--- config.mk ---
export PLATFORM = sky130hd
export DESIGN_NAME = smd_store
export DESIGN_NICKNAME = d
export VERILOG_FILES = /design/src/rtl/core/smd_pkg.sv /design/src/rtl/core/smd_store.sv
export SDC_FILE = /design/constraint.sdc
export NUM_CORES = 2
export LEC_CHECK = 0
export ABC_AREA = 1
export CORE_ASPECT_RATIO = 1.25
export CORE_UTILIZATION = 29
export DETAILED_ROUTE_END_ITERATION = 10
export DONT_BUFFER_PORTS = 1
export RECOVER_POWER = 50
export SLEW_MARGIN = 20
export SYNTH_ARGS = -nofsm -noshare
export SYNTH_HDL_FRONTEND = slang
export SYNTH_SLANG_ARGS = --single-unit
--- constraint.sdc ---
create_clock -name clk -period 10.6 [get_ports clk]
set_clock_uncertainty 0.05 [all_clocks]
set_input_delay 0.53 -clock clk [delete_from_list [all_inputs] [get_ports clk]]
set_output_delay 0.53 -clock clk [all_outputs]
set_load 0.02 [all_outputs]
--- src/rtl/core/smd_pkg.sv ---
// smd_pkg: shared constants, command codes and interface structs for the
// sorted merge with duplicate removal. No dependencies.
package smd_pkg;

  localparam int ARRAY_DEPTH = 32;
  localparam int KEY_W       = 64;
  localparam int POS_W       = 64;
  localparam int IDX_W       = $clog2(ARRAY_DEPTH + 1);
  localparam int ADDR_W      = (ARRAY_DEPTH > 1) ? $clog2(ARRAY_DEPTH) : 1;

  localparam logic [IDX_W-1:0] DEPTH_IDX = IDX_W'(ARRAY_DEPTH);

  localparam logic [1:0] CMD_LOAD  = 2'd0;
  localparam logic [1:0] CMD_FILE  = 2'd1;
  localparam logic [1:0] CMD_FLUSH = 2'd2;

  typedef struct packed {
    logic [KEY_W-1:0] key;
    logic [POS_W-1:0] pos;
  } record_t;

  typedef struct packed {
    logic              wr_en;
    logic [ADDR_W-1:0] wr_addr;
    record_t           wr_data;
    logic              rd_en;
    logic [ADDR_W-1:0] rd_addr;
  } store_req_t;

  typedef struct packed {
    logic    valid;
    logic    last;
    record_t rec;
  } push_t;

endpackage

--- src/rtl/core/smd_store.sv ---
// smd_store: record store, one write port and one read port with
// registered read data. Depends on smd_pkg.
module smd_store (
  input  logic                clk,
  input  smd_pkg::store_req_t req,
  output smd_pkg::record_t    rd_data
);

  smd_pkg::record_t mem [smd_pkg::ARRAY_DEPTH];

  always_ff @(posedge clk) begin
    if (req.wr_en) begin
      mem[req.wr_addr] <= req.wr_data;
    end
  end

  always_ff @(posedge clk) begin
    if (req.rd_en) begin
      rd_data <= mem[req.rd_addr];
    end
  end

endmodule

==> flow_summary.json <==
{
  "r2r-start": "mem[12][49]",
  "ios": 269,
  "synthAdderAreaFrac": 0,
  "cp.required_ns": 11.11,
  "drive_above_1_share": 0.0537,
  "worstMarginPinSlew_ns": 3.78,
  "antenna_left": 0,
  "grt_pass1_wl_um": 731000,
  "dieHeight_um": 850,
  "netlist_area_um2": 167000,
  "timing_worst_setup_path_type": "in -> reg",
  "finalCriticalPeriod_ns": 4.88,
  "tritoncts": "done",
  "final_util": 0.327,
  "synth-seq-cells": 4224,
  "syn-num-nets": 13400,
  "finalCritPeriodShare": 0.460,
  "vias": 106000,
  "globalplace.congestion": 0.733,
  "hold_viol": 0,
  "cpLargestDelayFamily": "buffers and inverters",
  "synthMuxAreaShare": 0,
  "cp_num_buf_inv": 4,
  "failed_checks": "capacitance limit, slew limit",
  "setup_viol": 0,
  "startpoint_type": "input pin",
  "multiInputGateArea_um2": 35400,
  "rrSetupSlack_ns": 8.58,
  "cts_root_buf": "clkbuf_16",
  "top_usage_layer": "met2",
  "clockBufferDepth": 4,
  "num_rows": 311,
  "numPortBuffers": 0,
  "leakage_nw": 63.2,
  "path_cells": "inv_1, nand3_1, nor2_4, clkbuf_1, buf_4, buf_4",
  "drt_pre_antenna_iters": 6,
  "grt_overflow": 0,
  "r2r-end": "rd_data[49]",
  "crit_path_frequent_cell": "buf_4",
  "critPathSlowestCell": "clkbuf_1",
  "final.setup.tns_ns": 0,
  "vias_per_cell": 5.03,
  "cts_buffers": 382,
  "fin_nets": 13200,
  "dp_hpwl_um": 223000,
  "post-route-drc-count": 0,
  "die_w_um": 681,
  "core_um2": 574000,
  "grt_use_met1": 0.226,
  "hold_end": "rd_data[44]",
  "cp-end-kind": "register",
  "antenna_found_initial": 61,
  "use_met3": 0.0298,
  "worst_skew_pair.late_latency_ns": 0.96,
  "die_area_um2": 579000,
  "final_cell_mix": "4224 x nand2_1, 4224 x edfxtp_1, 3852 x nand3_1",
  "worstHoldStart": "req[2]",
  "slew_headroom": -1.52,
  "use_met2": 0.285,
  "drv_slew": 588,
  "holdPathStages": 4,
  "track_usage": 0.171,
  "drtIter0Drc": 12400,
  "rsz0062_at_grt": "false",
  "yosysWarnings": 0,
  "synth_seq_area_share": 0.759,
  "worst-r2r-cell-count": 7,
  "grt_pass1_vias": 100000,
  "cp_max_fo": 34,
  "grt_max_degree": 514,
  "worst-endpoint-arrival_ns": 5.38,
  "synth_xor_area_frac": 0,
  "syn-instance-count": 13200,
  "fillers": 56200,
  "max_stage_delay_ns": 2.05,
  "wl_per_cell_um": 24.4,
  "synth_top_family_by_area": "simple AND/OR/NAND/NOR gates",
  "hold_path.class": "in -> reg",
  "p_per_area_nw_per_um2": 184,
  "start_util": 0.291,
  "irDropWorstVdd_mv": 0.137,
  "avgSynthCellArea_um2": 12.6,
  "status": "finished with violations",
  "yosys.area_share.simple": 0.211,
  "synth_cell_types": 13,
  "path_clk_slew_ns": 0.07,
  "maxCapViolCount": 22,
  "wl_um": 515000,
  "synth_compound_area_frac": 0,
  "clock_sinks": 4224,
  "regArea_um2": 127000,
  "max_freq_mhz": 205,
  "synthToLayoutAreaGrowth_pct": 12.2,
  "htree_num_levels": 5,
  "cts-resized-gates": 0
}
-- worst reg2reg max path, stage by stage, from the launching register on --
cell and delay [ns]:
edfxtp_1 0.39, nand2_1 0.12, nand3_1 0.13, nand3_1 0.14, nand3_1 0.09, nand3_1 0.17, dlygate4sd3_1 0.58, nand2_1 0.10
-- worst max path at each step --
stage                   from          end  slack (ns)  cells past startpoint
global route        req[134]   mem[8][10]        5.71                      6
global placement      req[0]  rd_data[66]        5.69                     10
floorplan           req[134]    mem[0][0]        3.78                      3
CTS                   req[1]  rd_data[30]        6.75                     10
finish              req[134]   mem[8][10]        5.72                      6
detailed placement    req[1]  rd_data[34]        5.71                     10
-- Yosys cell counts (all sizes together) --
cell    count  area share
edfxtp   4224        0.76
nand2    4224       0.095
nand3    3852        0.12
buf       762       0.027
clkbuf    118      0.0027
nor2       32     0.00072
inv        10     0.00025
-- per-layer routing --
metal,wire (um),up-vias
met1,210000,53600
met4,16800,18
met2,246000,4371
li1,-,47000
met5,109,-
met3,41100,800
-- cell families (layout without fill, tap and decap cells) --
family,Yosys count,count (layout)
buffers and inverters,890,1033
flip-flops,4224,4224
other,0,22
AND/OR/NAND/NOR,8108,8108
-- repair_timing --
| action | 4_1_cts | 5_1_grt |
|---|---|---|
| hold buffers | 158 | 2 |
| hold endpoints to repair | 4273 | 19 |
| setup buffers | 0 | 0 |
-- registers in the layout, indices dropped and copies added, names as in the netlist --
name     flops
mem       4096
rd_data    128
-- power breakdown --
part | leakage, nW | internal, W | total, W | switching [W]
Combinational | 19.1 | 0.000461 | 0.00184 | 0.00137
Sequential | 38.2 | 0.0186 | 0.0188 | 0.000180
Clock | 5.87 | 0.00749 | 0.0137 | 0.00626
-- layout make-up --
class	instances	area share
clock buffers	467	0.0531
repair buffers	336	0.0177
inverters	10	0.000494
diodes	22	0.000294
clock inverters	220	0.0112
flip-flops and latches	4224	0.677
well taps	7668	0.0512
multi-input cells	8108	0.189
-- through the flow --
stage / std cells / worst slack, ns / power, W / instance area (um2) / hold slack, ns
6_report: 21100 / 5.72 / 0.0344 / 187000 / 0.0258
5_1_grt: 21000 / 5.71 / 0.0353 / 187000 / 0.00360
4_1_cts: 21000 / 6.75 / 0.0346 / 188000 / 0.00242
3_5_place_dp: 20200 / 5.71 / 0.0207 / 174000 / 0.580
3_3_place_gp: 20200 / 5.69 / 0.0207 / 174000 / 0.580
2_1_floorplan: 13200 / 3.78 / 0.0203 / 167000 / 0.579
No activity file was read; power rests on OpenSTA's default activity.
