===== config.mk =====
export PLATFORM = sky130hd
export DESIGN_NAME = smd_cmp
export DESIGN_NICKNAME = d
export VERILOG_FILES = /design/src/rtl/core/smd_pkg.sv /design/src/rtl/core/smd_cmp.sv
export SDC_FILE = /design/constraint.sdc
export NUM_CORES = 1
export LEC_CHECK = 0
export ABC_AREA = 1
export BUFFER_PORTS_ARGS = -buffer_cell sky130_fd_sc_hd__buf_2
export CAP_MARGIN = 10
export CORE_MARGIN = 3
export CORE_UTILIZATION = 40
export DETAILED_ROUTE_END_ITERATION = 10
export PLACE_DENSITY = 0.8
export SKIP_LAST_GASP = 1
export SYNTH_ARGS = -nofsm -noshare
export SYNTH_HDL_FRONTEND = slang
export SYNTH_SLANG_ARGS = --single-unit

===== constraint.sdc =====
create_clock -name vclk -period 3.7
set_input_delay 0.74 -clock vclk [all_inputs]
set_output_delay 0.74 -clock vclk [all_outputs]
set_load 0.01 [all_outputs]

===== src/rtl/core/smd_pkg.sv =====
// smd_pkg: shared constants, command codes and interface structs for the
// sorted merge with duplicate removal. No dependencies.
package smd_pkg;

  localparam int ARRAY_DEPTH = 32;
  localparam int KEY_W       = 64;
  localparam int POS_W       = 64;
  localparam int IDX_W       = $clog2(ARRAY_DEPTH + 1);
  localparam int ADDR_W      = (ARRAY_DEPTH > 1) ? $clog2(ARRAY_DEPTH) : 1;

  localparam logic [IDX_W-1:0] DEPTH_IDX = IDX_W'(ARRAY_DEPTH);

  localparam logic [1:0] CMD_LOAD  = 2'd0;
  localparam logic [1:0] CMD_FILE  = 2'd1;
  localparam logic [1:0] CMD_FLUSH = 2'd2;

  typedef struct packed {
    logic [KEY_W-1:0] key;
    logic [POS_W-1:0] pos;
  } record_t;

  typedef struct packed {
    logic              wr_en;
    logic [ADDR_W-1:0] wr_addr;
    record_t           wr_data;
    logic              rd_en;
    logic [ADDR_W-1:0] rd_addr;
  } store_req_t;

  typedef struct packed {
    logic    valid;
    logic    last;
    record_t rec;
  } push_t;

endpackage


===== src/rtl/core/smd_cmp.sv =====
// smd_cmp: shared 64-bit unsigned magnitude compare unit.
// Depends on smd_pkg.
module smd_cmp (
  input  logic [smd_pkg::KEY_W-1:0] a,
  input  logic [smd_pkg::KEY_W-1:0] b,
  output logic                      lt,
  output logic                      eq
);

  assign lt = (a < b);
  assign eq = (a == b);

endmodule


==> results.py, run 1 <==
metrics = {
    "run_status": {
        "outcome": "completed",
    },
    "detailed_routing": {
        "drc": 0,
        "vias_per_cell": 4.50,
        "wire_per_inst_um": 9.47,
        "drt_first_pass_iters": 4,
        "wirelength_um": 4340,
        "via_count": 2060,
        "initialDrtViolationCount": 24,
        "antenna_left": 0,
    },
    "sta": {
        "setup-tns-final_ns": 0,
        "setup_viol": 0,
        "slew_headroom_pct": 83.1,
        "rsz0062_at_grt": "no",
        "slew_viol_final": 0,
        "finalCriticalPeriod_ns": 2.75,
        "tightest_slew_ns": 0.251,
        "hold_viol": 0,
        "fmaxAchievable_mhz": 363,
        "post-route-period-util_pct": 74.4,
        "worst_slack_ns": 0.947,
    },
    "placement": {
        "pre_cts_ws_ns": 0.916,
        "gp_congestion": 0.818,
        "io_buffers": 130,
        "dpl.hpwl_um": 4200,
        "placed_cell_area_um2": 2430,
    },
    "synthesis": {
        "yosys.cell_types.count": 17,
        "syn_avg_cell_area_um2": 6.19,
        "synthesis.area_um2": 1720,
        "ys_warn_count": 0,
        "syn_nets": 470,
        "synth_cells": 278,
        "ys_seq_area_share_pct": 0,
    },
    "critical_path": {
        "critPathKind": "in2out",
        "cp-end-kind": "primary output",
        "startpoint_type": "input pin",
        "crit_required_ns": 2.96,
        "path_max_fanout": 2,
        "arrival_ns": 2.01,
    },
    "floorplanning": {
        "coreArea_um2": 4090,
        "ios": 130,
        "floorplan.initialDensity_pct": 42.1,
        "fp-row-count": 23,
        "die_h_um": 71.6,
        "fp.dieW_um": 71.6,
        "fp.dieArea_um2": 5130,
    },
    "run": {
        "maxCapViolCount": 0,
    },
    "global_routing": {
        "grt_pass1_wl_um": 7270,
        "grt_use_total_pct": 16.3,
        "grt_overflow_total": 0,
        "antenna_found_initial": 0,
        "grt_max_degree": 4,
        "grt_pass1_vias": 1963,
    },
    "worst_hold_path": {
        "hold-path-cell-count": 8,
        "hold_path_class": "in2out",
    },
    "cells_and_area": {
        "post-route-util_pct": 59.6,
        "design_area_um2": 2430,
        "syn2layout_area_growth_pct": 41.4,
        "nFillCells": 400,
        "diodes": 0,
        "seq_cells": 0,
        "drive_gt1_share_pct": 33.1,
        "seq_area_um2": 0,
        "clockBufferCount": 0,
        "final_net_count": 602,
    },
    "clock_network": {
        "postCtsHoldBufs": 0,
        "cts.repair.resized": 0,
        "postCtsSetupRepairBufs": 0,
    },
    "power": {
        "leakagePower_uw": 0.00170,
        "peakVddDrop_uv": 47.1,
        "powerDensity_nw_per_um2": 94.3,
    },
}
==> worst paths after layout <==
path	from	end	slack (ns)
worst max-delay path	b[23]	eq	0.95
worst min-delay path	a[63]	lt	2.04
==> cells in the final DEF, fill, tap and decap left out, drive strengths merged <==
| master | n |
|---|---|
| a21oi | 28 |
| nor4 | 2 |
| nand2 | 67 |
| nand4 | 4 |
| a21o | 1 |
| nor3 | 5 |
| o21ai | 5 |
| ha | 64 |
| nor2 | 17 |
| buf | 130 |
| inv | 77 |
| o21bai | 2 |
| o21a | 2 |
| nand3 | 4 |
==> worst max-delay path: stages <==
cell and delay, ns:
buf_2 0.08, inv_1 0.03, ha_1 0.28, nand2_1 0.07, nor2_1 0.14, nand4_1 0.10, nor2_1 0.16, nand4_1 0.13
nor3_2 0.13, buf_2 0.15
==> synthesized netlist by cell type <==
master	n	area, um^2
nor3_1	4	20.0
ha_1	64	801
nand3_1	4	20.0
nor3_2	1	10.0
nor4_2	1	12.5
a21o_1	1	7.51
nor2_1	17	63.8
o21bai_1	2	15.0
a21oi_1	28	140
o21ai_0	1	5.00
nor4_4	1	21.3
nand2_2	2	12.5
o21ai_1	4	20.0
nand4_1	4	25.0
o21a_1	2	15.0
nand2_1	65	244
inv_1	77	289
==> cell families (layout without fill, tap and decap cells) <==
kind of cell | count (synthesis) | after routing | share of synthesized area, %
buffers and inverters | 77 | 207 | 16.8
AO/OA/AOI/OAI | 38 | 38 | 11.8
AND/OR/NAND/NOR | 99 | 99 | 24.9
adder cells (fa/ha/maj) | 64 | 64 | 46.5
==> power breakdown <==
group	switching, uW	total [uW]	internal (uW)
logic	112	230	118
clock network	0	0	0
registers	0	0	0
==> cell type report <==
class	count	area, um^2	area share, %
well taps	50	62.6	2.57
inverters	77	289	11.9
repair buffers	130	651	26.7
multi-input cells	201	1430	58.8
==> through the flow <==
stage	instances	total power (uW)	hold slack [ns]
6_report	458	230	2.04
5_1_grt	458	274	2.13
4_1_cts	458	234	2.05
3_5_place_dp	458	232	2.04
3_3_place_gp	458	224	2.03
2_1_floorplan	278	133	1.82
==> per-layer routing <==
layer	up-vias	part of all wire (%)	global-route usage [%]
li1	1144	-	-
met1	836	41	18.8
met2	80	49	33.4
met3	0	10	1.96
met4	0	0	0
met5	-	0	0
(Power assumes the default switching activity.)
==> run 2: changes to the inputs <==
--- a/config.mk
+++ b/config.mk
@@ -9,9 +9,9 @@
 export BUFFER_PORTS_ARGS = -buffer_cell sky130_fd_sc_hd__buf_2
 export CAP_MARGIN = 10
 export CORE_MARGIN = 3
-export CORE_UTILIZATION = 40
+export CORE_UTILIZATION = 39
 export DETAILED_ROUTE_END_ITERATION = 10
-export PLACE_DENSITY = 0.8
+export PLACE_DENSITY = 0.82
 export SKIP_LAST_GASP = 1
 export SYNTH_ARGS = -nofsm -noshare
 export SYNTH_HDL_FRONTEND = slang
==> constraint.sdc (replaced) <==
create_clock -name vclk -period 2.3
set_input_delay 0.46 -clock vclk [all_inputs]
set_output_delay 0.46 -clock vclk [all_outputs]
set_load 0.01 [all_outputs]
==> run 2 against run 1 <==
Against the previous run: worst hold slack worse by 0.56 ns; sequential share of layout area is the same; non-clock buffer count did not move; cell count did not move; clock-buffer cell count did not move; die area rose by 2.3%; combinational power grew 71%; first-iteration DRC count unchanged; setup slack got worse by 0.85 ns; power up 71%; flip-flop and latch count unchanged; core utilization increased by 1.8 points; critical path type unchanged; critical endpoint is now lt.
==> results.py, run 2 (synthesis gave the netlist of run 1 again) <==
metrics = {
    "placement": {
        "dpl.hpwl_um": 4290,
        "pre_cts_ws_ns": 0.113,
        "io_buffers": 130,
        "gp_congestion": 0.792,
        "post-place-cells": 458,
        "placed_cell_area_um2": 2430,
    },
    "detailed_routing": {
        "via_count": 2079,
        "wirelength_um": 4610,
        "vias_per_cell": 4.54,
        "antenna_left": 0,
        "drc": 0,
        "wire_per_inst_um": 10.1,
        "initialDrtViolationCount": 24,
        "drt_first_pass_iters": 4,
    },
    "critical_path": {
        "cp_num_buf_inv": 2,
        "crit_required_ns": 1.84,
        "path_cells": "buf_2 -> ha_1 -> a21oi_1 -> nor2_1 -> nor2_1 -> nand3_2 -> a21oi_2 -> nand2_2 -> a21oi_2 -> buf_2",
        "critPathKind": "in2out",
        "critPathSlowestCell": "ha_1",
        "arrival_ns": 1.75,
        "path_max_fanout": 2,
        "startpoint_type": "input pin",
        "cp-end-kind": "primary output",
        "crit_path_max_incr_delay_ns": 0.30,
        "crit_family": "compound AO/OA/AOI/OAI gates",
    },
    "global_routing": {
        "grt_max_degree": 4,
        "grt_overflow_total": 0,
        "grt_use_total_pct": 16.5,
        "antenna_found_initial": 0,
        "grt_pass1_wl_um": 7530,
        "grt_pass1_vias": 2079,
    },
    "run": {
        "maxCapViolCount": 0,
    },
    "cells_and_area": {
        "seq_cells": 0,
        "seq_area_um2": 0,
        "clockBufferCount": 0,
        "drive_gt1_share_pct": 37.0,
        "final_net_count": 602,
        "layout_common_cells": "buf_2, inv_1, nand2_1",
        "final_cells": 458,
        "diodes": 0,
        "syn2layout_area_growth_pct": 46.7,
        "design_area_um2": 2520,
        "mostFrequentLayoutCell": "buf_2",
    },
    "run_status": {
        "outcome": "completed",
    },
    "worst_hold_path": {
        "hold_path_class": "in2out",
    },
    "sta": {
        "post-route-period-util_pct": 95.9,
        "finalCriticalPeriod_ns": 2.21,
        "slew_headroom_pct": 83.4,
        "fmaxAchievable_mhz": 453,
        "setup-tns-final_ns": 0,
        "hold_viol": 0,
        "setup_viol": 0,
        "tightest_slew_ns": 0.247,
        "slew_viol_final": 0,
        "worst_slack_ns": 0.0935,
    },
    "power": {
        "p_comb_share_pct": 100.0,
        "powerDensity_nw_per_um2": 156,
        "clockPowerShare_pct": 0,
        "seq_power_share_pct": 0,
        "cell_internal_pwr_uw": 200,
        "peakVddDrop_uv": 72.2,
        "swShare_pct": 49.2,
        "power_switching_uw": 193,
        "leakagePower_uw": 0.00171,
    },
    "floorplanning": {
        "ios": 130,
        "floorplan.initialDensity_pct": 41.8,
        "fp.dieArea_um2": 5250,
        "fp.dieW_um": 72.4,
        "die_h_um": 72.4,
        "coreArea_um2": 4120,
        "fp-row-count": 23,
    },
}
run 2: cell count changes in the layout (fill, tap and decap cells not counted), moves of 2 or more:
| cell | before | now |
|---|---|---|
| nor2_1 | 17 | 15 |
| ha_4 | 0 | 4 |
| a21oi_2 | 0 | 6 |
| nor2_2 | 0 | 2 |
| a21oi_1 | 28 | 22 |
| ha_1 | 64 | 60 |
run 2: timing repair:
action,CTS,global route
endpoints found under the setup margin,0,2
hold buffers,0,0
gates resized for setup,0,16
buffers inserted,0,0
run 2: power groups by stage:
stage | Clock (uW) | Combinational (uW) | Sequential, uW
after detailed placement | 0 | 375 | 0
after floorplan | 0 | 214 | 0
after global placement | 0 | 359 | 0
final | 0 | 393 | 0
after global routing | 0 | 465 | 0
after CTS | 0 | 378 | 0
run 2: final timing paths:
kind	startpoint	endpoint	cells after the start	slack, ns
setup / recovery	a[21]	lt	10	0.09
hold / removal	a[63]	lt	8	1.48
run 2: per-layer routing:
metal / up-vias / GRT usage, % / wire length, um
li1: 1145 / - / -
met1: 848 / 18.0 / 1770
met2: 84 / 35.1 / 2400
met3: 2 / 1.52 / 419
met4: 0 / 0.615 / 15
met5: - / 0 / 0
run 2: metrics by stage:
stage,total power (uW),hold slack (ns),utilization [%]
after CTS,378,1.48,59.2
after global routing,465,1.56,61.4
after floorplan,214,1.26,-
final,393,1.48,61.4
after global placement,359,1.47,59.2
after detailed placement,375,1.48,59.2
run 2: area by class of cell:
cell class / instances / area, um^2
tap: 50 / 62.6
fill: 405 / 1590
multi-input combinational: 201 / 1520
inverter: 77 / 289
timing repair buffer: 130 / 651
==> run 3: changes to the inputs <==
--- a/config.mk
+++ b/config.mk
@@ -12,6 +12,7 @@
 export CORE_UTILIZATION = 39
 export DETAILED_ROUTE_END_ITERATION = 10
 export PLACE_DENSITY = 0.82
+export RECOVER_POWER = 100
 export SKIP_LAST_GASP = 1
 export SYNTH_ARGS = -nofsm -noshare
 export SYNTH_HDL_FRONTEND = slang
==> run 3 against run 2 <==
Against the previous run: die area unchanged; design area unchanged; critical path type unchanged; core utilization unchanged; cell count unchanged; routed wire length about the same; sequential share of layout area unchanged; clock-buffer cell count unchanged; fmax unchanged; global-route usage unchanged; worst hold slack unchanged.
==> results.py, run 3 (synthesis gave the netlist of run 1 again) <==
metrics = {
    "run_status": {
        "outcome": "completed",
    },
    "sta": {
        "hold_ws_ns": 1.48,
        "setup-tns-final_ns": 0,
        "hold_viol": 0,
        "fmaxAchievable_mhz": 453,
        "setup_viol": 0,
        "tightest_slew_ns": 0.247,
        "post-route-period-util_pct": 95.9,
        "slew_viol_final": 0,
        "slew_headroom_pct": 83.4,
        "finalCriticalPeriod_ns": 2.21,
    },
    "detailed_routing": {
        "wl_met1_um": 1770,
        "via_count": 2079,
        "antenna_left": 0,
        "highest_layer": "met4",
        "met2_length_um": 2400,
        "initialDrtViolationCount": 24,
        "wl_met3_um": 419,
        "wire_per_inst_um": 10.1,
        "vias_per_cell": 4.54,
        "drc": 0,
        "drt_first_pass_iters": 4,
        "wirelength_um": 4600,
    },
    "global_routing": {
        "grt_pass1_vias": 2079,
        "grt_max_degree": 4,
        "grt_overflow_total": 0,
        "grt_use_total_pct": 16.5,
        "antenna_found_initial": 0,
        "grt_pass1_wl_um": 7530,
    },
    "floorplanning": {
        "floorplan.initialDensity_pct": 41.8,
        "ios": 130,
        "coreArea_um2": 4120,
        "die_h_um": 72.4,
        "fp-row-count": 23,
        "fp.dieW_um": 72.4,
        "fp.dieArea_um2": 5250,
    },
    "cells_and_area": {
        "seq_area_um2": 0,
        "layout_common_cells": "buf_2, inv_1, nand2_1",
        "drive_gt1_share_pct": 37.0,
        "syn2layout_area_growth_pct": 46.7,
        "mostFrequentLayoutCell": "buf_2",
        "clockBufferCount": 0,
        "final_cells": 458,
        "nFillCells": 405,
        "final_net_count": 602,
        "post-route-util_pct": 61.4,
        "diodes": 0,
        "seq_cells": 0,
    },
    "critical_path": {
        "startpoint_type": "input pin",
        "cp_num_buf_inv": 2,
        "crit_family": "compound AO/OA/AOI/OAI gates",
        "path_max_fanout": 2,
        "critPathSlowestCell": "ha_1",
        "path_cells": "buf_2 -> ha_1 -> a21oi_1 -> nor2_1 -> nor2_1 -> nand3_2 -> a21oi_2 -> nand2_2 -> a21oi_2 -> buf_2",
        "crit_path_max_incr_delay_ns": 0.30,
        "crit_required_ns": 1.84,
        "cp-end-kind": "primary output",
        "critPathKind": "in2out",
        "arrival_ns": 1.75,
    },
    "worst_hold_path": {
        "min-delay-start": "a[63]",
        "hold_path_class": "in2out",
        "hold-path-cell-count": 8,
        "whs_endpoint": "lt",
    },
    "clock_network": {
        "postCtsSetupRepairBufs": 0,
    },
    "placement": {
        "io_buffers": 130,
        "post-place-cells": 458,
        "dpl.hpwl_um": 4290,
        "gp_congestion": 0.792,
    },
    "power": {
        "peakVddDrop_uv": 72.2,
        "powerDensity_nw_per_um2": 156,
        "leakagePower_uw": 0.00171,
    },
    "run": {
        "maxCapViolCount": 0,
    },
}
==> run 3: metrics by stage <==
step	cell area [um^2]	total power, uW	setup slack, ns
after floorplan	1720	214	0.362
after global placement	2430	359	0.134
after detailed placement	2430	375	0.113
after CTS	2430	378	0.107
after global routing	2520	465	-0.0575
final	2520	393	0.0935
==> run 3: layout make-up <==
cell class,count,area (um^2),share of cell area (%)
Tap cell,50,62.6,2.48
Timing Repair Buffer,130,651,25.8
Inverter,77,289,11.4
Multi-Input combinational cell,201,1520,60.3
==> run 3: routing by layer <==
metal,vias to the layer above,global-route usage (%)
met5,-,0
met4,0,0.615
met3,2,1.52
met2,84,35.1
met1,848,18.0
li1,1145,-
==> run 3: how the worst max path moves through the flow <==
stage,slack [ns],depth (start not counted),startpoint,end
floorplan,0.36,6,b[63],eq
global placement,0.13,10,a[19],lt
detailed placement,0.11,11,b[61],lt
CTS,0.11,11,b[61],lt
global route,-0.06,10,a[21],lt
finish,0.09,10,a[21],lt
==> run 3: worst min-delay path, cell delays in order <==
cell and delay [ns]:
buf_2 0.08, ha_1 0.13, nor3_1 0.05, nand2_1 0.04
a21oi_1 0.03, nand2_1 0.07, a21oi_2 0.03, buf_2 0.13
==> run 3: power by group <==
part	total (uW)	switching [uW]	leakage (uW)	internal, uW
Clock	0	0	0	0
Sequential	0	0	0	0
Combinational	393	193	0.00171	200
==> run 3: what timing repair did <==
action	CTS	global route
endpoints found under the hold margin	0	0
endpoints found under the setup margin	0	2
resized for setup	0	16
hold buffers	0	0
