--- src/rtl/core/smd_pkg.sv ---
// smd_pkg: shared constants, command codes and interface structs for the
// sorted merge with duplicate removal. No dependencies.
package smd_pkg;

  localparam int ARRAY_DEPTH = 32;
  localparam int KEY_W       = 64;
  localparam int POS_W       = 64;
  localparam int IDX_W       = $clog2(ARRAY_DEPTH + 1);
  localparam int ADDR_W      = (ARRAY_DEPTH > 1) ? $clog2(ARRAY_DEPTH) : 1;

  localparam logic [IDX_W-1:0] DEPTH_IDX = IDX_W'(ARRAY_DEPTH);

  localparam logic [1:0] CMD_LOAD  = 2'd0;
  localparam logic [1:0] CMD_FILE  = 2'd1;
  localparam logic [1:0] CMD_FLUSH = 2'd2;

  typedef struct packed {
    logic [KEY_W-1:0] key;
    logic [POS_W-1:0] pos;
  } record_t;

  typedef struct packed {
    logic              wr_en;
    logic [ADDR_W-1:0] wr_addr;
    record_t           wr_data;
    logic              rd_en;
    logic [ADDR_W-1:0] rd_addr;
  } store_req_t;

  typedef struct packed {
    logic    valid;
    logic    last;
    record_t rec;
  } push_t;

endpackage

--- src/rtl/core/smd_seq.sv ---
// smd_seq: sequencer that walks the store run by run, drives the shared
// compare unit and holds one pending result. Depends on smd_pkg.
module smd_seq (
  input  logic                          clk,
  input  logic                          rst,
  input  logic                          in_valid,
  output logic                          in_ready,
  input  logic [1:0]                    command,
  input  logic [smd_pkg::KEY_W-1:0]     rec_key,
  input  logic [smd_pkg::POS_W-1:0]     rec_position,
  output smd_pkg::store_req_t           store_req,
  input  smd_pkg::record_t              store_q,
  output logic [smd_pkg::KEY_W-1:0]     cmp_a,
  output logic [smd_pkg::KEY_W-1:0]     cmp_b,
  input  logic                          cmp_lt,
  input  logic                          cmp_eq,
  input  logic                          out_free,
  output smd_pkg::push_t                push
);

  typedef enum logic [3:0] {
    S_IDLE, S_RD, S_HEAD, S_RUNRD, S_RUNCMP, S_RUNMIN, S_ENDRUN, S_FIN, S_DONE
  } state_t;

  state_t                        state;
  logic [1:0]                    cmd_q;
  smd_pkg::record_t              file_rec;
  logic [smd_pkg::IDX_W-1:0]     fill_count;
  logic [smd_pkg::IDX_W-1:0]     read_index;
  logic [smd_pkg::KEY_W-1:0]     last_file_key;
  logic                          file_key_seen;
  smd_pkg::record_t              run_rec;
  logic                          run_emit;
  logic                          run_final;
  smd_pkg::record_t              pend;
  logic                          pend_valid;

  logic in_fire;
  logic more;
  logic slot_ok;

  assign in_ready = (state == S_IDLE);
  assign in_fire  = in_valid && in_ready;
  assign more     = (read_index < fill_count);
  assign slot_ok  = !pend_valid || out_free;

  // store port
  always_comb begin
    store_req.wr_en       = in_fire && (command == smd_pkg::CMD_LOAD)
                            && (fill_count < smd_pkg::DEPTH_IDX);
    store_req.wr_addr     = fill_count[smd_pkg::ADDR_W-1:0];
    store_req.wr_data.key = rec_key;
    store_req.wr_data.pos = rec_position;
    store_req.rd_en       = ((state == S_RD) || (state == S_RUNRD)) && more;
    store_req.rd_addr     = read_index[smd_pkg::ADDR_W-1:0];
  end

  // compare operand select
  always_comb begin
    cmp_a = store_q.key;
    cmp_b = run_rec.key;
    case (state)
      S_HEAD:   cmp_b = (cmd_q == smd_pkg::CMD_FILE) ? file_rec.key : last_file_key;
      S_RUNCMP: cmp_b = run_rec.key;
      S_RUNMIN: begin
        cmp_a = store_q.pos;
        cmp_b = run_rec.pos;
      end
      default:  cmp_b = run_rec.key;
    endcase
  end

  // pending result moves to the output register on a newer result or item end
  always_comb begin
    push.valid = out_free && pend_valid &&
                 (((state == S_ENDRUN) && run_emit) ||
                  ((state == S_FIN) && (cmd_q == smd_pkg::CMD_FILE)) ||
                  (state == S_DONE));
    push.last  = (state == S_DONE);
    push.rec   = pend;
  end

  always_ff @(posedge clk) begin
    if (rst) begin
      state         <= S_IDLE;
      fill_count    <= '0;
      read_index    <= '0;
      last_file_key <= '0;
      file_key_seen <= 1'b0;
      pend_valid    <= 1'b0;
    end else begin
      case (state)
        S_IDLE: begin
          if (in_fire) begin
            cmd_q        <= command;
            file_rec.key <= rec_key;
            file_rec.pos <= rec_position;
            if (command == smd_pkg::CMD_LOAD) begin
              if (fill_count < smd_pkg::DEPTH_IDX) begin
                fill_count <= fill_count + 1'b1;
              end
            end else if ((command == smd_pkg::CMD_FILE) ||
                         (command == smd_pkg::CMD_FLUSH)) begin
              state <= S_RD;
            end
          end
        end
        S_RD: begin
          state <= more ? S_HEAD : S_FIN;
        end
        S_HEAD: begin
          run_rec <= store_q;
          if (cmd_q == smd_pkg::CMD_FILE) begin
            if (cmp_lt || cmp_eq) begin
              run_emit   <= cmp_lt;
              run_final  <= cmp_eq;
              read_index <= read_index + 1'b1;
              state      <= S_RUNRD;
            end else begin
              state <= S_FIN;
            end
          end else begin
            run_emit   <= !(file_key_seen && cmp_eq);
            run_final  <= 1'b0;
            read_index <= read_index + 1'b1;
            state      <= S_RUNRD;
          end
        end
        S_RUNRD: begin
          state <= more ? S_RUNCMP : S_ENDRUN;
        end
        S_RUNCMP: begin
          state <= cmp_eq ? S_RUNMIN : S_ENDRUN;
        end
        S_RUNMIN: begin
          if (cmp_lt) begin
            run_rec.pos <= store_q.pos;
          end
          read_index <= read_index + 1'b1;
          state      <= S_RUNRD;
        end
        S_ENDRUN: begin
          if (!run_emit) begin
            state <= run_final ? S_FIN : S_RD;
          end else if (slot_ok) begin
            pend       <= run_rec;
            pend_valid <= 1'b1;
            state      <= S_RD;
          end
        end
        S_FIN: begin
          if (cmd_q != smd_pkg::CMD_FILE) begin
            state <= S_DONE;
          end else if (slot_ok) begin
            pend       <= file_rec;
            pend_valid <= 1'b1;
            state      <= S_DONE;
          end
        end
        S_DONE: begin
          if (slot_ok) begin
            pend_valid <= 1'b0;
            state      <= S_IDLE;
            if (cmd_q == smd_pkg::CMD_FILE) begin
              last_file_key <= file_rec.key;
              file_key_seen <= 1'b1;
            end else begin
              fill_count    <= '0;
              read_index    <= '0;
              last_file_key <= '0;
              file_key_seen <= 1'b0;
            end
          end
        end
        default: state <= S_IDLE;
      endcase
    end
  end

endmodule

--- config.mk ---
export PLATFORM = sky130hd
export DESIGN_NAME = smd_seq
export DESIGN_NICKNAME = d
export VERILOG_FILES = /design/src/rtl/core/smd_pkg.sv /design/src/rtl/core/smd_seq.sv
export SDC_FILE = /design/constraint.sdc
export NUM_CORES = 1
export LEC_CHECK = 0
export BUFFER_PORTS_ARGS = -buffer_cell sky130_fd_sc_hd__buf_2
export CAP_MARGIN = 0
export CORE_AREA = 2 2 257 259
export DETAILED_ROUTE_END_ITERATION = 8
export DIE_AREA = 0 0 259 261
export GPL_ROUTABILITY_DRIVEN = 0
export GPL_TIMING_DRIVEN = 0
export PLACE_DENSITY_LB_ADDON = 0.12
export SYNTH_ARGS = -nofsm -noshare
export SYNTH_HDL_FRONTEND = slang
export SYNTH_SLANG_ARGS = --single-unit
--- constraint.sdc ---
create_clock -name clk -period 20.5 [get_ports clk]
set_clock_uncertainty 0.05 [all_clocks]
set_input_delay 2.05 -clock clk [delete_from_list [all_inputs] [get_ports clk]]
set_output_delay 2.05 -clock clk [all_outputs]
set_load 0.02 [all_outputs]
==> run metrics, run 1 <==
VDD IR max=0.0605 mV; synth warn=0; reg2reg path depth=9; pin count of the biggest net entering global routing=23; Setup-failing EPs final=0; Finished Cell Area=26700 um2; cts hold-fix bufs=0; crit path cell chain=clkbuf_1 -> nor2_1 -> and3_1 -> nor2_2 -> clkbuf_1 -> a221o_1 -> buf_2; Hold Path Class=flip-flop to flip-flop; total number of vias=15100; Req. time, crit path=18.40 ns; top-area cell type share of the netlist area=0.582; die width=259 um; wire length per cell=25.2 um; Mapped Cells=1477; Worst Slack Setup Final=14.40 ns; Slew @ Worst Pin=1.19 ns; hpwl dp=59000 um; vias in the first global route=15100; Slew Viols, Final=0; outcome=finished, final reports clean; Post-synth top flop=edfxtp_1; placed inst area=24900 um2; post-synthesis register bit count=470; Clock Path Buffers=3; Leak=10.4 nW; Max stage delay on crit path=0.91 ns; final hold violations=0; FFs w/ async S/R, synth=0; Resized Gates After CTS=0; port bufs=661; io pins=663; row cnt=94; Die ar.=67600 um2; Pwr per Cell Area=105 nW/um2; Post-CTS Setup Inserts=0; drt total wl=79000 um; Num Clock Sinks=470; Die Y=261 um; Iteration-0 DRC Markers=1035; number of nets in the layout=2503; WHS Path Cells=2; Layout area overhead=33.4%; max-cap violation count=0; FMAX=0.164 GHz; total grt overflow=0; Startpoint Class=flip-flop; first-pass GRT wire length=109000 um; Crit Path Category=flip-flop to output port; endpoint class of the critical path=output port; Area contributors post-synth=edfxtp_1 (58%), mux2_2 (11%), dfxtp_1 (8.2%), buf_4 (5.2%), nand2_1 (3.8%); Seq/Total Area, Yosys=0.663; # fillers=6200; pre-CTS setup slack=14.95 ns; minimum clock period=6.10 ns; Mapped Area=20000 um2; synth unique cells=45; EDFF count, synth=388; layout cell share with drive strength beyond 1=0.499; initial antenna violation count=4; Tcrit/Tclk final=0.297; Setup TNS=0 ns; Synth Area per Inst=13.6 um2; CTS tree=built; Final Core Density=0.411; Initial Util=0.308; DR pass1 iterations=5; Total GRT Usage=0.225; RSZ-0062 raised after global routing=no; syn_nets=1749; later-pin clock latency in the skew report=0.60 ns; hold slack=0.404 ns; Post-route DRC=0; Routed Antenna Nets=0; root buffer cell=clkbuf_16; CP max FO=10; CORE AREA=65000 um2; CTS Buf Count=54; CP max stage cell=clkbuf_1; vias per inst=4.80; Slew headroom=0.204; H-tree Lvls=2; dominant cell type by area after synthesis=edfxtp_1; Critical Path AT=4.00 ns; CP most frequent cell=clkbuf_1; Worst-path clk slew=0.06 ns
-- path summary, 6_finish.rpt --
kind / startpoint / end / slack [ns]
min: last_file_key[27]$_SDFFE_PP0P_ / last_file_key[27]$_SDFFE_PP0P_ / 0.40
max reg2reg: state[3]$_SDFFE_PP0P_ / run_rec[29]$_DFFE_PP_ / 16.21
min reg2reg: last_file_key[27]$_SDFFE_PP0P_ / last_file_key[27]$_SDFFE_PP0P_ / 0.40
max: state[3]$_SDFFE_PP0P_ / cmp_b[47] / 14.40
-- metrics by stage --
step,cells,total power (W)
floorplan,1477,0.00154
global placement,3002,0.00185
detailed placement,3039,0.00184
CTS,3139,0.00283
global route,3139,0.00290
finish,3140,0.00280
-- layout make-up --
cell class / count / area [um2] / share of cell area
clock buffer: 74 / 1540 / 0.0575
timing repair buffer: 698 / 3780 / 0.142
tap: 864 / 1080 / 0.0404
clock inverter: 26 / 260 / 0.00974
inverter: 12 / 45.0 / 0.00169
sequential: 470 / 13300 / 0.497
multi-input combinational: 765 / 5330 / 0.199
buffer: 230 / 1400 / 0.0524
antenna: 1 / 2.50 / 0.0000936
-- cell usage in the layout (no fill, tap or decap), types with 2 or more instances in the layout --
master      Yosys  layout
nor4bb_1        2       2
nand2b_1        3       3
and2_1          3       3
dfxtp_1        82      82
nand2_1       202     202
nand4_1         4       4
nor3b_1         3       2
clkbuf_16       0      55
buf_12          0       6
clkbuf_1       72      81
xnor2_1         5       5
clkinv_1        0       5
buf_8           0       4
nor2_1         22      19
a2bb2oi_1       2       2
buf_6           0      25
clkinvlp_4      0       3
nor2b_1         5       5
ha_1            8       8
or3_1           2       2
mux2_2        192     192
or4b_1          2       2
buf_1           6       6
a21oi_1       138     138
bufinv_16       0       5
buf_2          14     675
nor4b_1         2       2
o21ai_0         5       5
clkbuf_8        0       9
a221o_1        64      64
inv_1          12      12
nor3_1          5       4
edfxtp_1      388     388
a31oi_1         6       6
nand3_1        72      72
xor2_1          2       2
buf_4         138     140
nor2_4          0       2
clkinv_2        0      12
-- sequential cells by signal (all words and copies together), names as in the netlist --
name,cells
file_rec,128
push,128
run_rec,128
last_file_key,64
fill_count,6
read_index,6
state,4
cmd_q,2
file_key_seen,1
pend_valid,1
run_emit,1
run_final,1
-- cells in the mapped netlist, drive strengths merged (2+ instances only) --
| cell type | number |
|---|---|
| o21ai | 5 |
| nor4b | 2 |
| or3 | 2 |
| clkbuf | 72 |
| o311ai | 2 |
| nor2 | 22 |
| inv | 12 |
| a221o | 64 |
| and2 | 3 |
| nor4bb | 2 |
| a2bb2oi | 2 |
| nor3 | 5 |
| buf | 158 |
| xor2 | 2 |
| nor3b | 3 |
| ha | 8 |
| edfxtp | 388 |
| nand2b | 3 |
| nor2b | 5 |
| dfxtp | 82 |
| mux2 | 192 |
| nand2 | 203 |
| xnor2 | 5 |
| a31oi | 6 |
| a21oi | 138 |
| nand3 | 72 |
| nand4 | 4 |
| or4b | 2 |
-- critical path, delay by kind of cell, from the launching register on --
family	cells	cell delay, ns
buf+inv	3	1.49
simple gates	3	1.15
flops	1	0.37
compound gates	1	0.38
-- logic make-up after synthesis --
| logic type | count (synthesis) | share of synthesized area |
|---|---|---|
| mux | 193 | 0.108 |
| simple gates | 333 | 0.0731 |
| xor+xnor | 7 | 0.00306 |
| buf+inv | 242 | 0.0721 |
| compound gates | 224 | 0.0749 |
| fa+ha+maj | 8 | 0.00500 |
| flops | 470 | 0.663 |
-- per-layer routing --
layer  part of all wire  track usage
met5            0.00016            0
met4              0.019       0.0525
met3              0.062       0.0410
met2               0.50        0.388
met1               0.42        0.294
-- where the power goes --
part | switching [W] | internal [W] | leakage, nW | total, W
Combinational | 0.000429 | 0.000215 | 5.29 | 0.000644
Sequential | 0.0000383 | 0.00113 | 4.19 | 0.00117
Clock | 0.000400 | 0.000585 | 0.885 | 0.000985
Total | 0.000867 | 0.00193 | 10.4 | 0.00280
(Power assumes the default switching activity.)
==> run 2, diff against run 1 <==
Clock period 20.5 ns to 6.4 ns, I/O delays scaled along.
==> run 2 against run 1 <==
  * Worst hold slack lost 0.24 ns
  * Sequential share of layout area increased by 0.18 points
  * Die area unchanged
  * Largest power group unchanged
  * Global-route usage is 0.11 points lower
  * Clock power rose to 2.9 times the previous value
  * First-iteration DRC count rose by 15%
  * Worst setup slack got worse by 13 ns
  * Wire length down 0.80%
  * Sequential cell count stayed put
==> run metrics, run 2 (synthesized netlist as in run 1, its figures left out) <==
total number of vias=15000 (-0.23%); Layout area overhead=32.9%; hpwl dp=59900 um (+1.5%); first-pass GRT wire length=108000 um (-0.89%); later-pin clock latency in the skew report=0.61 ns (about the same); vias in the first global route=14800 (-1.6%); die width=259 um (unchanged); Pint=0.00595 W (+210%); Slew headroom=0.0273 (-0.177); initial antenna violation count=4 (unchanged); Slew @ Worst Pin=1.46 ns (+0.265 ns); diode count=0 (-1); io pins=663 (unchanged); Total GRT Usage=0.224 (-0.00107); Worst-path clk slew=0.06 ns (about the same); layout cell share with drive strength beyond 1=0.491 (-0.00752); final hold violations=0 (unchanged); VDD IR max=0.236 mV (+290%); most common cell after layout, fill and taps aside=buf_2; Routed Antenna Nets=0 (unchanged); worst r2r src=state[3]$_SDFFE_PP0P_; Clk network pwr share=0.331 (-0.021); CTS tree=built; Resized Gates After CTS=0 (unchanged); endpoint class of the critical path=output port; most frequent cells in the layout=buf_2 (675), edfxtp_1 (388), nand2_1 (202); outcome=finished, final reports clean; total grt overflow=0 (unchanged); Hold Path Class=input port to flip-flop; combinational cell fraction of total power=0.239 (+0.009); Iteration-0 DRC Markers=1194 (+15%); CP max FO=10 (unchanged); drt total wl=78400 um (-0.80%); CORE AREA=65000 um2 (unchanged); Clock Path Buffers=3 (unchanged); Pwr Total=0.00871 W (+210%); vias per inst=4.81 (+0.18%); Final Core Density=0.410 (-0.00144); minimum clock period=4.73 ns; switching power total=0.00276 W (+220%); Crit Path Category=flip-flop to output port; hold wc startpoint=rec_position[45]; Die ar.=67600 um2 (unchanged); Leak=10.3 nW (-0.81%); number of nets in the layout=2491 (-0.48%); Pwr per Cell Area=327 nW/um2 (+210%); register share of total power=0.430 (+0.013); Initial Util=0.308 (unchanged); DR pass1 iterations=7 (+2); Setup-failing EPs final=0 (unchanged); cts hold-fix bufs=0 (unchanged); Post-route DRC=0 (unchanged); row cnt=94 (unchanged); Post-CTS Setup Inserts=0 (unchanged); max-cap violation count=0 (unchanged); Tcrit/Tclk final=0.739; Req. time, crit path=5.71 ns (-12.69 ns); Startpoint Class=flip-flop; Critical Path AT=4.04 ns (+0.04 ns); wire length per cell=25.1 um (-0.39%); H-tree Lvls=2 (unchanged); port bufs=661 (unchanged); Num Clock Sinks=470 (unchanged); Sw Share=0.316 (+0.00636); RSZ-0062 raised after global routing=no; crit path from=state[1]$_SDFFE_PP0P_; CTS Buf Count=53 (-1.9%); Slew Viols, Final=0 (unchanged); root buffer cell=clkbuf_16; Die Y=261 um (unchanged); pin count of the biggest net entering global routing=22 (-4.3%); FMAX=0.211 GHz
[run 2: per-layer routing]
layer | share of wire | global-route usage | wire length, um | vias to the layer above
met3 | 0.070 | 0.0426 | 5450 | 87
met4 | 0.020 | 0.0575 | 1580 | 0
li1 | - | - | - | 6847
met1 | 0.41 | 0.293 | 32400 | 7465
met2 | 0.50 | 0.382 | 38900 | 629
met5 | 0 | 0 | 0 | -
[run 2: through the flow]
step	hold slack, ns	setup TNS [ns]	std cells	instance area (um2)	setup slack, ns
after floorplan	0.387	0	1477	20100	1.53
final	0.169	0	3127	26600	1.67
after global routing	0.138	0	3127	26600	1.62
after detailed placement	0.397	0	3028	25000	2.14
after CTS	0.123	0	3127	26600	1.67
after global placement	0.391	-654.47	3002	24400	-2.96
[run 2: critical path, stage by stage, from the launching register on]
cell	delay, ns
dfxtp_1	0.43
or4bb_1	0.21
clkbuf_1	1.08
clkbuf_1	1.10
mux2_2	0.44
buf_2	0.16
[run 2: area by class of cell]
| class | count | area [um2] |
|---|---|---|
| Clock buffer | 74 | 1460 |
| Clock inverter | 25 | 169 |
| Buffer | 230 | 1400 |
| Fill cell | 6260 | 38400 |
| Timing Repair Buffer | 687 | 3860 |
| Multi-Input combinational cell | 765 | 5340 |
| Sequential cell | 470 | 13300 |
| Tap cell | 864 | 1080 |
| Inverter | 12 | 45.0 |
[run 2: final timing paths]
| check | end | slack, ns | depth (start not counted) |
|---|---|---|---|
| worst max-delay path | cmp_a[59] | 1.67 | 5 |
| worst max register to register | run_rec[41]$_DFFE_PP_ | 2.21 | 9 |
| worst min-delay path | file_rec[45]$_DFFE_PP_ | 0.17 | 1 |
| worst min register to register | last_file_key[58]$_SDFFE_PP0P_ | 0.41 | 2 |
[run 2: power groups by stage]
stage	Sequential (W)	Clock, W	Combinational [W]
finish	0.00374	0.00289	0.00208
CTS	0.00374	0.00296	0.00211
floorplan	0.00380	0	0.00109
global route	0.00376	0.00307	0.00220
global placement	0.00387	0	0.00197
detailed placement	0.00380	0	0.00210
==> run 3, diff against run 2 <==
Clock period 6.4 ns to 3.8 ns, I/O delays scaled along.
==> run 3 against run 2 <==
  * Power up 74%
  * Global-route usage up 0.66 points
  * Critical path type unchanged
  * Worst setup slack worse by 1.5 ns
  * Sequential share of layout area down 4.6 points
  * Critical endpoint is now cmp_b[62]
  * Core utilization up 4.2 points
  * Register-to-register slack worse by 1.9 ns
==> run metrics, run 3 (synthesized netlist as in run 1, its figures left out) <==
outcome=finished, final reports clean; Clk network pwr share=0.335 (+0.004); initial antenna violation count=2 (-2); switching power total=0.00470 W (+71%); Final Instance Count excl. Fillers=3385 (+8.3%); Initial Util=0.308 (unchanged); later-pin clock latency in the skew report=0.59 ns (-0.02 ns); drt total wl=81100 um (+3.5%); Die Y=261 um (unchanged); Layout area overhead=46.5%; Pwr per Cell Area=515 nW/um2 (+58%); placed inst area=25000 um2 (about the same); root buffer cell=clkbuf_16; RSZ-0062 raised after global routing=no; combinational cell fraction of total power=0.249 (+0.010); WHS Path Cells=1 (unchanged); Sw Share=0.311 (-0.00557); CP max FO=10 (unchanged); Critical Path AT=3.24 ns (-0.80 ns); DR pass1 iterations=5 (-2); Clock Path Buffers=3 (unchanged); reg2reg path depth=8 (-1); placed insts=3027 (-0.033%); Num Clock Sinks=470 (unchanged); Routed Antenna Nets=0 (unchanged); total grt overflow=0 (unchanged); CTS Buf Count=53 (unchanged); Hold Path Class=input port to flip-flop; most frequent cells in the layout=buf_2 (676), edfxtp_1 (388), dlygate4sd3_1 (257); Slew Viols, Final=0 (unchanged); # fillers=5936 (-5.2%); Stages on worst setup path=7 (+2); CP max stage cell=buf_1; max-cap violation count=0 (unchanged); vias per inst=4.74 (-1.5%); die width=259 um (unchanged); Iteration-0 DRC Markers=918 (-23%); hpwl dp=58100 um (-3.0%); vias in the first global route=16000 (+8.0%); Req. time, crit path=3.37 ns (-2.34 ns); Pwr Total=0.0151 W (+74%); Crit Path Category=flip-flop to output port; FMAX=0.272 GHz; crit path cell chain=or4b_1 -> clkbuf_1 -> clkbuf_2 -> buf_1 -> a21oi_1 -> a221o_1 -> buf_2; endpoint class of the critical path=output port; minimum clock period=3.67 ns; Startpoint Class=flip-flop; diode count=0 (unchanged); io pins=663 (unchanged); Max stage delay on crit path=0.72 ns (-0.38 ns); worst r2r src=state[1]$_SDFFE_PP0P_; CORE AREA=65000 um2 (unchanged); Setup-failing EPs final=0 (unchanged); row cnt=94 (unchanged); hold wc startpoint=rec_key[0]; first-pass GRT wire length=112000 um (+3.9%); worst path bufs/invs=4 (+1); layout cell share with drive strength beyond 1=0.451 (-0.0400); crit path from=state[0]$_SDFFE_PP0P_; most common cell after layout, fill and taps aside=buf_2; Leak=11.5 nW (+11%); H-tree Lvls=2 (unchanged); Die ar.=67600 um2 (unchanged); Slew @ Worst Pin=1.05 ns (-0.412 ns); pin count of the biggest net entering global routing=27 (+23%); Worst-path clk slew=0.06 ns (about the same); total number of vias=16000 (+6.7%); wire length per cell=24.0 um (-4.4%); number of nets in the layout=2749 (+10%); Post-route DRC=0 (unchanged); register share of total power=0.416 (-0.014); Pint=0.0104 W (+75%); critical path's top delay family=buffers and inverters; VDD IR max=0.388 mV (+64%); Finished Cell Area=29300 um2 (+10%); port bufs=661 (unchanged); Total GRT Usage=0.230 (+0.00659); final hold violations=0 (unchanged); CTS tree=built; Slew headroom=0.302 (+0.275); Tcrit/Tclk final=0.966
==> run 3: changes by cell type in the layout (fill, tap and decap cells not counted), moves of 2 or more <==
cell | before | now
inv_6 | 2 | 0
buf_8 | 11 | 8
dlygate4sd3_1 | 0 | 257
clkbuf_2 | 0 | 19
clkbuf_1 | 88 | 61
clkinv_1 | 9 | 12
bufinv_16 | 1 | 4
clkbuf_8 | 5 | 3
clkinvlp_4 | 0 | 3
==> run 3: stage by stage <==
step	utilization	hold slack [ns]	setup TNS (ns)	setup WS, ns
floorplan	-	0.387	-275.92	-0.958
global placement	0.376	0.392	-1489.90	-4.09
detailed placement	0.384	0.397	-26.45	-0.469
CTS	0.451	0.0261	0	0.0223
global route	0.451	0.0471	0	0.0288
finish	0.451	0.0765	0	0.127
==> run 3: per-layer routing <==
layer / GRT usage / wire (um) / up-vias
met4: 0.0742 / 2410 / 4
met5: 0 / 32 / -
met1: 0.291 / 33200 / 7965
met3: 0.0459 / 4900 / 127
met2: 0.397 / 40500 / 576
li1: - / - / 7358
==> run 3: power by group through the flow <==
stage / clock, W / combinational (W) / sequential [W]
2_1_floorplan: 0 / 0.00184 / 0.00639
3_3_place_gp: 0 / 0.00334 / 0.00650
3_5_place_dp: 0 / 0.00356 / 0.00640
4_1_cts: 0.00519 / 0.00380 / 0.00629
5_1_grt: 0.00538 / 0.00398 / 0.00633
6_report: 0.00506 / 0.00376 / 0.00630
==> run 3: layout make-up <==
cell class	instances	area, um2	share of cell area
sequential	470	13300	0.453
timing repair buffer	945	6450	0.220
multi-input combinational	765	5340	0.182
buffer	230	1440	0.0489
clock buffer	67	1430	0.0487
tap	864	1080	0.0368
clock inverter	32	268	0.00912
inverter	12	45.0	0.00153
==> run 3: final timing paths <==
path,end,slack (ns)
setup / recovery,cmp_b[62],0.13
hold / removal,file_rec[64]$_DFFE_PP_,0.08
setup reg to reg,push[57]$_DFFE_PP_,0.33
hold reg to reg,last_file_key[30]$_SDFFE_PP0P_,0.40
==> run 3: repair_timing <==
item	CTS	global route
endpoints found under the setup margin	184	42
gates resized for setup	20	14
hold buffers	257	0
buffers inserted	2	0
pin swaps	1	0
endpoints found under the hold margin	257	0
